**config.mk**
```make
export PLATFORM = sky130hd
export DESIGN_NAME = plpu_cell
export DESIGN_NICKNAME = d
export VERILOG_FILES = /design/src/hdl/plpu_pkg.sv /design/src/hdl/plpu_cell.sv
export SDC_FILE = /design/constraint.sdc
export NUM_CORES = 1
export LEC_CHECK = 0
export BUFFER_PORTS_ARGS = -buffer_cell sky130_fd_sc_hd__buf_2
export CAP_MARGIN = 20
export CORE_MARGIN = 1.5
export CORE_UTILIZATION = 35
export CTS_CLUSTER_SIZE = 30
export DETAILED_ROUTE_END_ITERATION = 16
export PLACE_DENSITY = 0.62
export SLEW_MARGIN = 20
export SYNTH_ARGS = -nofsm -noshare
export SYNTH_HDL_FRONTEND = slang
export SYNTH_SLANG_ARGS = --single-unit
```
**constraint.sdc**
```tcl
create_clock -name aclk -period 22.7 [get_ports aclk]
set_clock_uncertainty 0.2 [all_clocks]
set_input_delay 4.54 -clock aclk [delete_from_list [all_inputs] [get_ports aclk]]
set_output_delay 4.54 -clock aclk [all_outputs]
set_load 0.005 [all_outputs]
```
**src/hdl/plpu_pkg.sv**
```systemverilog
// Shared types and constants of the 3D patch upsampler.
`default_nettype none
package plpu_pkg;

    // Field widths fixed by the stream format.
    localparam int RES_W      = 38;
    localparam int COORD_W    = 8;
    localparam int SIZE_W     = 7;
    localparam int IDX_W      = 10;
    localparam int ROW_W      = 5;
    localparam int TAPS       = 27;
    localparam int TABLE_SIZE = 729;
    localparam int CFG_IDX_W  = 2;
    localparam int MIN_SIZE   = 3;

    // Defaults for the top-level parameters.
    localparam int DEF_MAX_X       = 64;
    localparam int DEF_MAX_Y       = 64;
    localparam int DEF_MAX_Z       = 64;
    localparam int DEF_SAMPLE_BITS = 16;
    localparam int DEF_WEIGHT_BITS = 16;

    // Division of a table slot by 27: (idx * 607) >> 14 is exact for idx below 729.
    localparam int DIV27_MUL   = 607;
    localparam int DIV27_SHIFT = 14;

    // Request kinds carried in tuser.
    localparam logic REQ_WEIGHT = 1'b0;
    localparam logic REQ_SAMPLE = 1'b1;

    // Configuration register indexes.
    typedef enum logic [CFG_IDX_W-1:0] {
        CFG_SIZE_X = 2'd0,
        CFG_SIZE_Y = 2'd1,
        CFG_SIZE_Z = 2'd2
    } cfg_reg_t;

    // One result row travelling down the cell chain.
    typedef struct packed {
        logic               valid;
        logic [ROW_W-1:0]   row;
        logic [COORD_W-1:0] x;
        logic [COORD_W-1:0] y;
        logic [COORD_W-1:0] z;
        logic               last;
    } tok_t;

    // Control part of a window sample travelling on the load lane.
    typedef struct packed {
        logic             valid;
        logic [ROW_W-1:0] idx;
    } lane_t;

endpackage
`default_nettype wire

```
**src/hdl/plpu_cell.sv**
```systemverilog
// One cell of the dot-product chain: a weight column, a window sample and an accumulate stage.
`default_nettype none
module plpu_cell #(
    parameter int CELL_IDX    = 0,
    parameter int SAMPLE_BITS = plpu_pkg::DEF_SAMPLE_BITS,
    parameter int WEIGHT_BITS = plpu_pkg::DEF_WEIGHT_BITS
) (
    input  wire                                   aclk,
    input  wire                                   aresetn,
    input  wire                                   adv,
    input  plpu_pkg::tok_t                        tok_in,
    input  wire signed [plpu_pkg::RES_W-1:0]      sum_in,
    input  plpu_pkg::lane_t                       lane_in,
    input  wire signed [SAMPLE_BITS-1:0]          lane_smp_in,
    input  wire                                   wr_valid,
    input  wire        [plpu_pkg::ROW_W-1:0]      wr_row,
    input  wire        [plpu_pkg::ROW_W-1:0]      wr_col,
    input  wire signed [WEIGHT_BITS-1:0]          wr_value,
    output plpu_pkg::tok_t                        tok_out,
    output logic signed [plpu_pkg::RES_W-1:0]     sum_out,
    output plpu_pkg::lane_t                       lane_out,
    output logic signed [SAMPLE_BITS-1:0]         lane_smp_out
);

    localparam int PROD_W = SAMPLE_BITS + WEIGHT_BITS;
    localparam int BANK_D = 1 << plpu_pkg::ROW_W;

    logic signed [WEIGHT_BITS-1:0]     bank_reg [BANK_D];
    logic signed [SAMPLE_BITS-1:0]     win_reg;
    logic signed [SAMPLE_BITS-1:0]     win_use;
    logic                              hit;
    plpu_pkg::tok_t                    tok_a_reg;
    plpu_pkg::tok_t                    tok_b_reg;
    logic signed [plpu_pkg::RES_W-1:0] sum_a_reg;
    logic signed [plpu_pkg::RES_W-1:0] sum_b_reg;
    logic signed [PROD_W-1:0]          prod_a_reg;
    plpu_pkg::lane_t                   lane_reg;
    logic signed [SAMPLE_BITS-1:0]     lane_smp_reg;

    // Weight column of this cell, one entry per result row.
    always_ff @(posedge aclk) begin
        if (wr_valid && wr_col == plpu_pkg::ROW_W'(CELL_IDX)) begin
            bank_reg[wr_row] <= wr_value;
        end
    end

    // The window sample for this cell is taken off the lane as the first row arrives.
    assign hit     = lane_in.valid && lane_in.idx == plpu_pkg::ROW_W'(CELL_IDX);
    assign win_use = hit ? lane_smp_in : win_reg;

    // Payload registers: sample, product and partial sums.
    always_ff @(posedge aclk) begin
        if (adv) begin
            win_reg      <= win_use;
            prod_a_reg   <= PROD_W'(win_use) * PROD_W'(bank_reg[tok_in.row]);
            sum_a_reg    <= sum_in;
            sum_b_reg    <= sum_a_reg + plpu_pkg::RES_W'(prod_a_reg);
            lane_smp_reg <= lane_smp_in;
        end
    end

    // Control registers: row tokens and lane tags.
    always_ff @(posedge aclk) begin
        if (!aresetn) begin
            tok_a_reg <= '0;
            tok_b_reg <= '0;
            lane_reg  <= '0;
        end else if (adv) begin
            tok_a_reg <= tok_in;
            tok_b_reg <= tok_a_reg;
            lane_reg  <= lane_in;
        end
    end

    assign tok_out      = tok_b_reg;
    assign sum_out      = sum_b_reg;
    assign lane_out     = lane_reg;
    assign lane_smp_out = lane_smp_reg;

endmodule
`default_nettype wire

```
==> run metrics, run 1 <==
routed len/inst 19.7 um; most frequent cells in the layout 652 x edfxtp_1, 312 x inv_1, 263 x fa_1; # IOs 212; worst-margin pin slew 1.03 ns; commonest non-fill, non-tap cell in the layout edfxtp_1; Setup TNS 0 ns; die height 333 um; Worst Path Buf+Inv 7; largest net degree at the start of global routing 102; Reg2Reg Depth 24; crit-path max cell delay 0.85 ns; max reg flops 512; Reg area 20,900 sq um; H-tree lvl count 3; ys flop type edfxtp_1; CTS tree yes; Tot GR Track Use 0.152; Post-Syn Area 38,200 sq um; Post-CTS Setup Bufs 0; Synth cell types 69; post-CTS sizing 0; RR Startpoint bank_reg[11][1]$_DFFE_PP_; Mapped Nets 3,025; Fmax 73.1 MHz; dpl hpwl 57,400 um; slowest CP cell buf_4; DR top layer met5; Worst setup EP type flop; CP Max Fanout 47; Initial Util 0.354; kind of cell adding the most delay to the critical path adder cells; layout cell share with drive strength beyond 1 0.208; drt total wl 83,900 um; worst min-delay path startpoint tok_a_reg[7]$_SDFFE_PN0P_; grt total ovfl 0; number of global-route vias before repair 21,500; worst reg2reg setup slack 14.62 ns; Core Region 108,000 sq um; GP Congestion 0.899; Initial DRC Count 1,453; mean post-synth cell area 15.1 sq um; Worst Setup Start Kind primary input; Hold Path Cell Cnt 2; M1 WL 37,700 um; status finished, final reports clean; fillcell total 9,867; Met3 Routed Length 4790 um; asr flop ratio synth 0; Final Hold Vio Count 0; Area growth, synth to finish 14.2%; IO Port Bufs 211; Pins Over Slew Limit 0; clk slew on worst S/H paths 0.06 ns; most used cell, CP fa_1; Hold Buf Count CTS 0; Min Clock Period, post-route 13.68 ns; # setup viols final 0; register area share after synthesis 0.549; Req. time, crit path 22.90 ns; first-pass GRT wire length 129,000 um; CP Class in -> reg; clock latency on the worst-skew pair 0.66 ns; initial antenna violation count 5; RSZ-0062 raised after global routing no; HP Class reg -> reg; Final nets 3,284; remaining routing DRC violations 0; area of the die 111,000 sq um; yosys warns 0; DR pass1 iterations 5; Root Driver clkbuf_16; row cnt 120; CTS Sinks 720; Hold EP tok_out[7]$_SDFFE_PN0P_; reg2reg end prod_a_reg[31]$_DFFE_PP_; Num CTS Buffers 80; met2 WL 39,400 um; Post-DRT Antenna Nets 0; vias per inst 4.87; final period utilization 0.603; die outline width 333 um; vias post-DR 20,700; max_cap viols 0; Clock Path Buffers 3; Cells after Synth 2,522; Max-slew headroom 0.311; area of the multi-input gates 15,600 sq um; CP arrival 13.88 ns; Yosys reg bits 720; Post-synth EDFFs 652
## worst min-delay path, delay by kind of cell (launching register included)
family	cells	cell delay, ns
AND/OR/NAND/NOR	1	0.10
flip-flops	1	0.32
multiplexers	1	0.07
## cell families after synthesis
kind of cell	after synthesis	synth area share
XOR/XNOR	69	0.0158
AND/OR/NAND/NOR	499	0.0598
multiplexers	261	0.124
adder cells (fa/ha/maj)	382	0.177
AO/OA/AOI/OAI	181	0.0312
flip-flops	720	0.549
buffers and inverters	410	0.0431
## metal layers
metal,track usage,up-vias
li1,-,9483
met1,0.210,10500
met2,0.245,575
met3,0.0277,127
met4,0.0418,4
met5,0,-
## cell type report
cell class / count / area share
Sequential cell: 720 / 0.481
Multi-Input combinational cell: 1392 / 0.358
Clock buffer: 104 / 0.0488
Tap cell: 1403 / 0.0403
Timing Repair Buffer: 265 / 0.0340
Inverter: 322 / 0.0277
Clock inverter: 43 / 0.0106
Antenna cell: 2 / 0.000115
## how the worst max path moves through the flow
stage                     startpoint                  endpoint  cells past startpoint
after floorplan           tok_in[26]  prod_a_reg[26]$_DFFE_PP_                     27
after global placement    tok_in[25]  prod_a_reg[31]$_DFFE_PP_                     27
after detailed placement  tok_in[25]  prod_a_reg[31]$_DFFE_PP_                     26
after CTS                 tok_in[25]  prod_a_reg[31]$_DFFE_PP_                     26
after global routing      tok_in[25]  prod_a_reg[31]$_DFFE_PP_                     27
final                     tok_in[25]  prod_a_reg[31]$_DFFE_PP_                     26
## cells in the mapped netlist, types with 3 or more instances
cell | number | area (sq um)
and2_1 | 9 | 56.3
and3_1 | 7 | 43.8
clkinv_1 | 8 | 30.0
a31oi_1 | 6 | 37.5
mux2i_1 | 85 | 851
clkbuf_1 | 36 | 135
buf_6 | 5 | 56.3
o21bai_1 | 5 | 37.5
buf_4 | 8 | 60.1
xnor2_1 | 46 | 403
mux4_2 | 160 | 3600
ha_1 | 119 | 1490
a211oi_1 | 9 | 67.6
nor3_1 | 11 | 55.1
a21o_1 | 16 | 120
nand3_1 | 14 | 70.1
fa_1 | 263 | 5270
mux2i_4 | 10 | 225
edfxtp_1 | 652 | 19600
inv_1 | 312 | 1170
nand2b_1 | 17 | 106
mux2_2 | 6 | 67.6
a311oi_1 | 3 | 26.3
nor2_1 | 221 | 830
nor4_1 | 3 | 18.8
o21a_1 | 9 | 67.6
a31o_2 | 4 | 35.0
nand2_1 | 107 | 402
nand4_1 | 5 | 31.3
dfxtp_1 | 68 | 1360
xor2_1 | 23 | 201
buf_1 | 8 | 30.0
nor2b_1 | 75 | 469
or2_2 | 23 | 144
a21oi_1 | 62 | 310
o21ai_0 | 31 | 155
o211ai_1 | 8 | 60.1
buf_2 | 29 | 145
## through the flow
stage,util,hold WS (ns),std cells,worst slack [ns],area [sq um]
2_1_floorplan,-,0.282,2522,10.68,38200
3_5_place_dp,0.381,0.298,4102,8.17,41000
4_1_cts,0.405,0.303,4249,8.87,43600
3_3_place_gp,0.381,0.290,4102,8.23,41000
6_report,0.405,0.303,4251,9.02,43600
5_1_grt,0.405,0.337,4249,8.37,43600
Power of run 1 is left out: the tool's default activity adds up to more than one toggle a clock period on the data nets, which glitch-free logic cannot reach.
==> run 2: changes to the inputs <==
clock period = 13.6 ns   (was 22.7 ns; I/O delays follow)
==> run 2 against run 1 <==
Critical path depth did not move. Flip-flop and latch count unchanged. Die area is the same. Hold slack better by 0.0032 ns. Core utilization rose by 0.084 points. Sequential share of layout area is 0.099 points lower. Cell count is 0.14% higher. Non-clock buffer count grew 7. Via count grew 1.3%. Count of clock-buffer cells in the layout down 5. Wire length up 2.2%. Highest routed layer unchanged.
==> run metrics, run 2 (same netlist as run 1, synthesis figures left out) <==
status finished, final reports clean (unchanged); dpl hpwl 58,400 um (was 57,400 um); GP Congestion 0.897 (was 0.899); Req. time, crit path 13.78 ns (was 22.90 ns); slowest CP cell mux4_2 (was buf_4); worst min-delay path startpoint tok_out[3]$_SDFFE_PN0P_ (was tok_a_reg[7]$_SDFFE_PN0P_); worst-margin pin slew 1.02 ns (was 1.03 ns); most frequent cells in the layout 652 x edfxtp_1, 312 x inv_1, 263 x fa_1 (unchanged); Initial Util 0.354 (unchanged); largest net degree at the start of global routing 82 (was 102); CP Class in -> reg (unchanged); grt total ovfl 0 (unchanged); number of global-route vias before repair 21,800 (was 21,500); Hold Path Cell Cnt 2 (unchanged); H-tree lvl count 3 (unchanged); Util after Layout 0.406 (was 0.405); row cnt 120 (unchanged); max reg flops 512 (unchanged); # setup viols final 0 (unchanged); Post-DRT Antenna Nets 0 (unchanged); Area growth, synth to finish 14.4% (was 14.2%); die outline width 333 um (unchanged); Post-CTS Setup Bufs 0 (unchanged); clk slew on worst S/H paths 0.05 ns (was 0.06 ns); crit-path max cell delay 0.59 ns (was 0.85 ns); CTS tree yes (unchanged); Worst setup EP type flop (unchanged); Num CTS Buffers 80 (unchanged); drt total wl 85,700 um (was 83,900 um); layout cell share with drive strength beyond 1 0.210 (was 0.208); placed cells 4,108 (was 4,102); Final nets 3,291 (was 3,284); Setup TNS 0 ns (unchanged); RSZ-0062 raised after global routing no (unchanged); vias post-DR 21,000 (was 20,700); Hold Buf Count CTS 0 (unchanged); routed len/inst 20.1 um (was 19.7 um); Final Hold Vio Count 0 (unchanged); Worst Setup Start Kind primary input (unchanged); Clock Path Buffers 3 (unchanged); Max-slew headroom 0.321 (was 0.311); # IOs 212 (unchanged); Finished Layout Cells 4,257 (was 4,251); remaining routing DRC violations 0 (unchanged); first-pass GRT wire length 131,000 um (was 129,000 um); Reg2Reg Depth 25 (was 24); worst reg2reg setup slack 5.51 ns (was 14.62 ns); CP arrival 11.02 ns (was 13.88 ns); CTS Sinks 720 (unchanged); DR pass1 iterations 5 (unchanged); vias per inst 4.93 (was 4.87); HP Class reg -> reg (unchanged); Initial DRC Count 1,610 (was 1,453); clock latency on the worst-skew pair 0.67 ns (was 0.66 ns); area of the die 111,000 sq um (unchanged); post-CTS sizing 0 (unchanged); RR Startpoint bank_reg[8][1]$_DFFE_PP_ (was bank_reg[11][1]$_DFFE_PP_); reg2reg end prod_a_reg[26]$_DFFE_PP_ (was prod_a_reg[31]$_DFFE_PP_); IO Port Bufs 211 (unchanged); max_cap viols 0 (unchanged); Pins Over Slew Limit 0 (unchanged); final period utilization 0.797; commonest non-fill, non-tap cell in the layout edfxtp_1 (unchanged); Root Driver clkbuf_16 (unchanged); initial antenna violation count 5 (unchanged); Core Region 108,000 sq um (unchanged); die height 333 um (unchanged); CP Max Fanout 57 (was 47); most used cell, CP fa_1 (unchanged); Tot GR Track Use 0.155 (was 0.152); Min Clock Period, post-route 10.83 ns; Hold EP tok_out[3]$_SDFFE_PN0P_ (was tok_out[7]$_SDFFE_PN0P_); Fmax 92.3 MHz
==> run 2: cell count changes in the layout (fill, tap and decap cells not counted), sizes merged <==
cell,before,now
buf,264,271
clkinv,37,43
clkbuf,105,100
inv,319,315
bufinv,6,7
diode,2,3
==> run 2: layout make-up <==
cell class	count	area [sq um]
repair buffers	272	1570
fillers	9814	64000
well taps	1403	1760
inverters	322	1210
clock buffers	99	2110
multi-input cells	1392	15600
flip-flops and latches	720	20900
diodes	3	7.51
clock inverters	46	483
==> run 2: metal layers <==
metal	global-route usage	routed length, um	part of all wire
met5	0	50	0.00058
met4	0.0437	2020	0.024
met3	0.0299	5770	0.067
met2	0.250	40000	0.47
met1	0.214	37900	0.44
==> run 2: how the worst max path moves through the flow <==
stage	from	end	slack, ns
global route	tok_in[25]	prod_a_reg[31]$_DFFE_PP_	2.26
detailed placement	tok_in[25]	prod_a_reg[31]$_DFFE_PP_	2.04
floorplan	tok_in[26]	prod_a_reg[26]$_DFFE_PP_	3.40
CTS	tok_in[25]	prod_a_reg[31]$_DFFE_PP_	2.74
global placement	tok_in[25]	prod_a_reg[31]$_DFFE_PP_	2.13
finish	tok_in[25]	prod_a_reg[31]$_DFFE_PP_	2.77
==> run 2: worst max-delay path, delay by kind of cell <==
family | cells | cell delay, ns
adder cells (fa/ha/maj) | 7 | 3.27
multiplexers | 3 | 1.66
buffers and inverters | 6 | 1.42
AO/OA/AOI/OAI | 5 | 1.27
AND/OR/NAND/NOR | 4 | 0.52
XOR/XNOR | 1 | 0.12
==> run 2: through the flow <==
step	hold slack (ns)	setup WS [ns]	cell area (sq um)
global route	0.335	2.26	43600
CTS	0.313	2.74	43600
floorplan	0.282	3.40	38200
detailed placement	0.297	2.04	41000
global placement	0.291	2.13	41000
finish	0.306	2.77	43700
Power of run 2 is left out for the same reason.
==> run 3: changes to the inputs <==
PLACE_DENSITY = 0.63   (was 0.62)
clock period = 8.9 ns   (was 13.6 ns; I/O delays follow)
==> run 3 against run 2 <==
Hold slack improved by 0.0043 ns. Die area did not move. Count of clock-buffer cells in the layout shrank 8. First-iteration DRC count decreased by 5.7%. Worst setup slack got worse by 2.5 ns. Sequential share of layout area down 2.2 points. Non-clock buffer count increased by 215. Design area increased by 4.9%. Flip-flop and latch count unchanged. Global-route usage is essentially flat. Largest cell class unchanged. Register-to-register slack lost 4.2 ns.
==> run metrics, run 3 (same netlist as run 1, synthesis figures left out) <==
Hold WS 0.310 ns (was 0.306 ns); commonest non-fill, non-tap cell in the layout edfxtp_1 (unchanged); HP Class reg -> reg (unchanged); Setup TNS 0 ns (unchanged); max reg flops 512 (unchanged); Fmax 116 MHz; status finished, final reports clean (unchanged); grt total ovfl 0 (unchanged); Max-slew headroom 0.354 (was 0.321); layout cell share with drive strength beyond 1 0.271 (was 0.210); Worst Path Buf+Inv 8 (was 6); Final nets 3,505 (was 3,291); Initial DRC Count 1,518 (was 1,610); Clock Path Buffers 3 (unchanged); initial antenna violation count 4 (was 5); remaining routing DRC violations 0 (unchanged); worst-margin pin slew 0.970 ns (was 1.02 ns); clk slew on worst S/H paths 0.06 ns (was 0.05 ns); Initial Util 0.354 (unchanged); placed cells 4,318 (was 4,108); first-pass GRT wire length 132,000 um (was 131,000 um); # setup viols final 0 (unchanged); CP arrival 8.84 ns (was 11.02 ns); final period utilization 0.971; Num CTS Buffers 79 (was 80); dpl hpwl 61,400 um (was 58,400 um); Worst setup EP type flop (unchanged); drt total wl 86,600 um (was 85,700 um); Core Region 108,000 sq um (unchanged); area of the die 111,000 sq um (unchanged); Pins Over Slew Limit 0 (unchanged); H-tree lvl count 3 (unchanged); kind of cell adding the most delay to the critical path adder cells (unchanged); Area growth, synth to finish 20.0% (was 14.4%); Min Clock Period, post-route 8.64 ns; max_cap viols 0 (unchanged); Tot GR Track Use 0.155 (about the same); crit-path max cell delay 0.55 ns (was 0.59 ns); largest net degree at the start of global routing 111 (was 82); CP Class in -> reg (unchanged); number of global-route vias before repair 22,100 (was 21,800); IO Port Bufs 211 (unchanged); GP Congestion 0.899 (was 0.897); vias per inst 4.84 (was 4.93); CP Max Fanout 10 (was 57); routed len/inst 19.4 um (was 20.1 um); CTS Sinks 720 (unchanged); # IOs 212 (unchanged); Worst Setup Start Kind primary input (unchanged); Root Driver clkbuf_16 (unchanged); most frequent cells in the layout 652 x edfxtp_1, 311 x inv_1, 263 x fa_1 (was 652 x edfxtp_1, 312 x inv_1, 263 x fa_1); Post-DRT Antenna Nets 0 (unchanged); cell depth of the worst setup path 28 (was 26); Final Hold Vio Count 0 (unchanged); CTS tree yes (unchanged); most used cell, CP fa_1 (unchanged); die height 333 um (unchanged); slowest CP cell mux4_2 (unchanged); Reg2Reg Depth 25 (unchanged); vias post-DR 21,600 (was 21,000); Hold Path Cell Cnt 2 (unchanged); DR pass1 iterations 6 (was 5); Finished Layout Cells 4,472 (was 4,257); die outline width 333 um (unchanged); row cnt 120 (unchanged); Hold Buf Count CTS 0 (unchanged); Req. time, crit path 9.10 ns (was 13.78 ns); clock latency on the worst-skew pair 0.66 ns (was 0.67 ns)
==> run 3: repair_timing <==
item | CTS | global route
buffers inserted | 0 | 2
setup endpoints to repair | 0 | 6
gates resized for setup | 0 | 24
==> run 3: final timing paths <==
| path | from | endpoint | slack (ns) |
|---|---|---|---|
| worst max-delay path | tok_in[25] | prod_a_reg[31]$_DFFE_PP_ | 0.26 |
| worst min-delay path | lane_out[4]$_SDFFE_PN0P_ | lane_out[4]$_SDFFE_PN0P_ | 0.31 |
| worst max register to register | bank_reg[10][1]$_DFFE_PP_ | prod_a_reg[31]$_DFFE_PP_ | 1.35 |
| worst min register to register | lane_out[4]$_SDFFE_PN0P_ | lane_out[4]$_SDFFE_PN0P_ | 0.31 |
==> run 3: worst reg2reg max path, stage by stage, from the launching register on <==
cell	delay [ns]
edfxtp_1	0.36
mux4_2	0.51
mux4_2	0.56
mux2i_4	0.27
buf_6	0.17
nor2_1	0.06
fa_1	0.53
inv_1	0.05
fa_1	0.46
fa_1	0.54
inv_1	0.06
fa_1	0.49
fa_1	0.49
inv_1	0.05
fa_1	0.47
inv_1	0.04
ha_1	0.32
a21oi_2	0.17
o21ai_1	0.09
a21oi_2	0.18
o311ai_4	0.15
a221oi_2	0.35
o221ai_2	0.18
a211o_1	0.29
a21oi_2	0.15
xnor2_1	0.08
==> run 3: layer usage <==
metal / wire length [um] / GRT usage / vias up
met4: 2110 / 0.0440 / 4
met1: 37800 / 0.205 / 11000
met3: 4460 / 0.0255 / 137
met5: 21 / 0 / -
li1: - / - / 9933
met2: 42200 / 0.263 / 556
==> run 3: layout make-up <==
cell class | count | area, sq um
repair buffers | 487 | 3600
inverters | 322 | 1210
fillers | 9598 | 61900
multi-input cells | 1392 | 15600
clock inverters | 55 | 571
well taps | 1403 | 1760
clock buffers | 91 | 2070
flip-flops and latches | 720 | 20900
diodes | 2 | 5.00
==> run 3: through the flow <==
stage / setup slack, ns / cell area, sq um / util
after floorplan: 0.00385 / 38400 / -
after global placement: -0.444 / 42900 / 0.399
after detailed placement: -0.617 / 42900 / 0.399
after CTS: 0.102 / 45600 / 0.423
after global routing: -0.0150 / 45800 / 0.425
final: 0.255 / 45800 / 0.425
Power of run 3 is left out for the same reason.
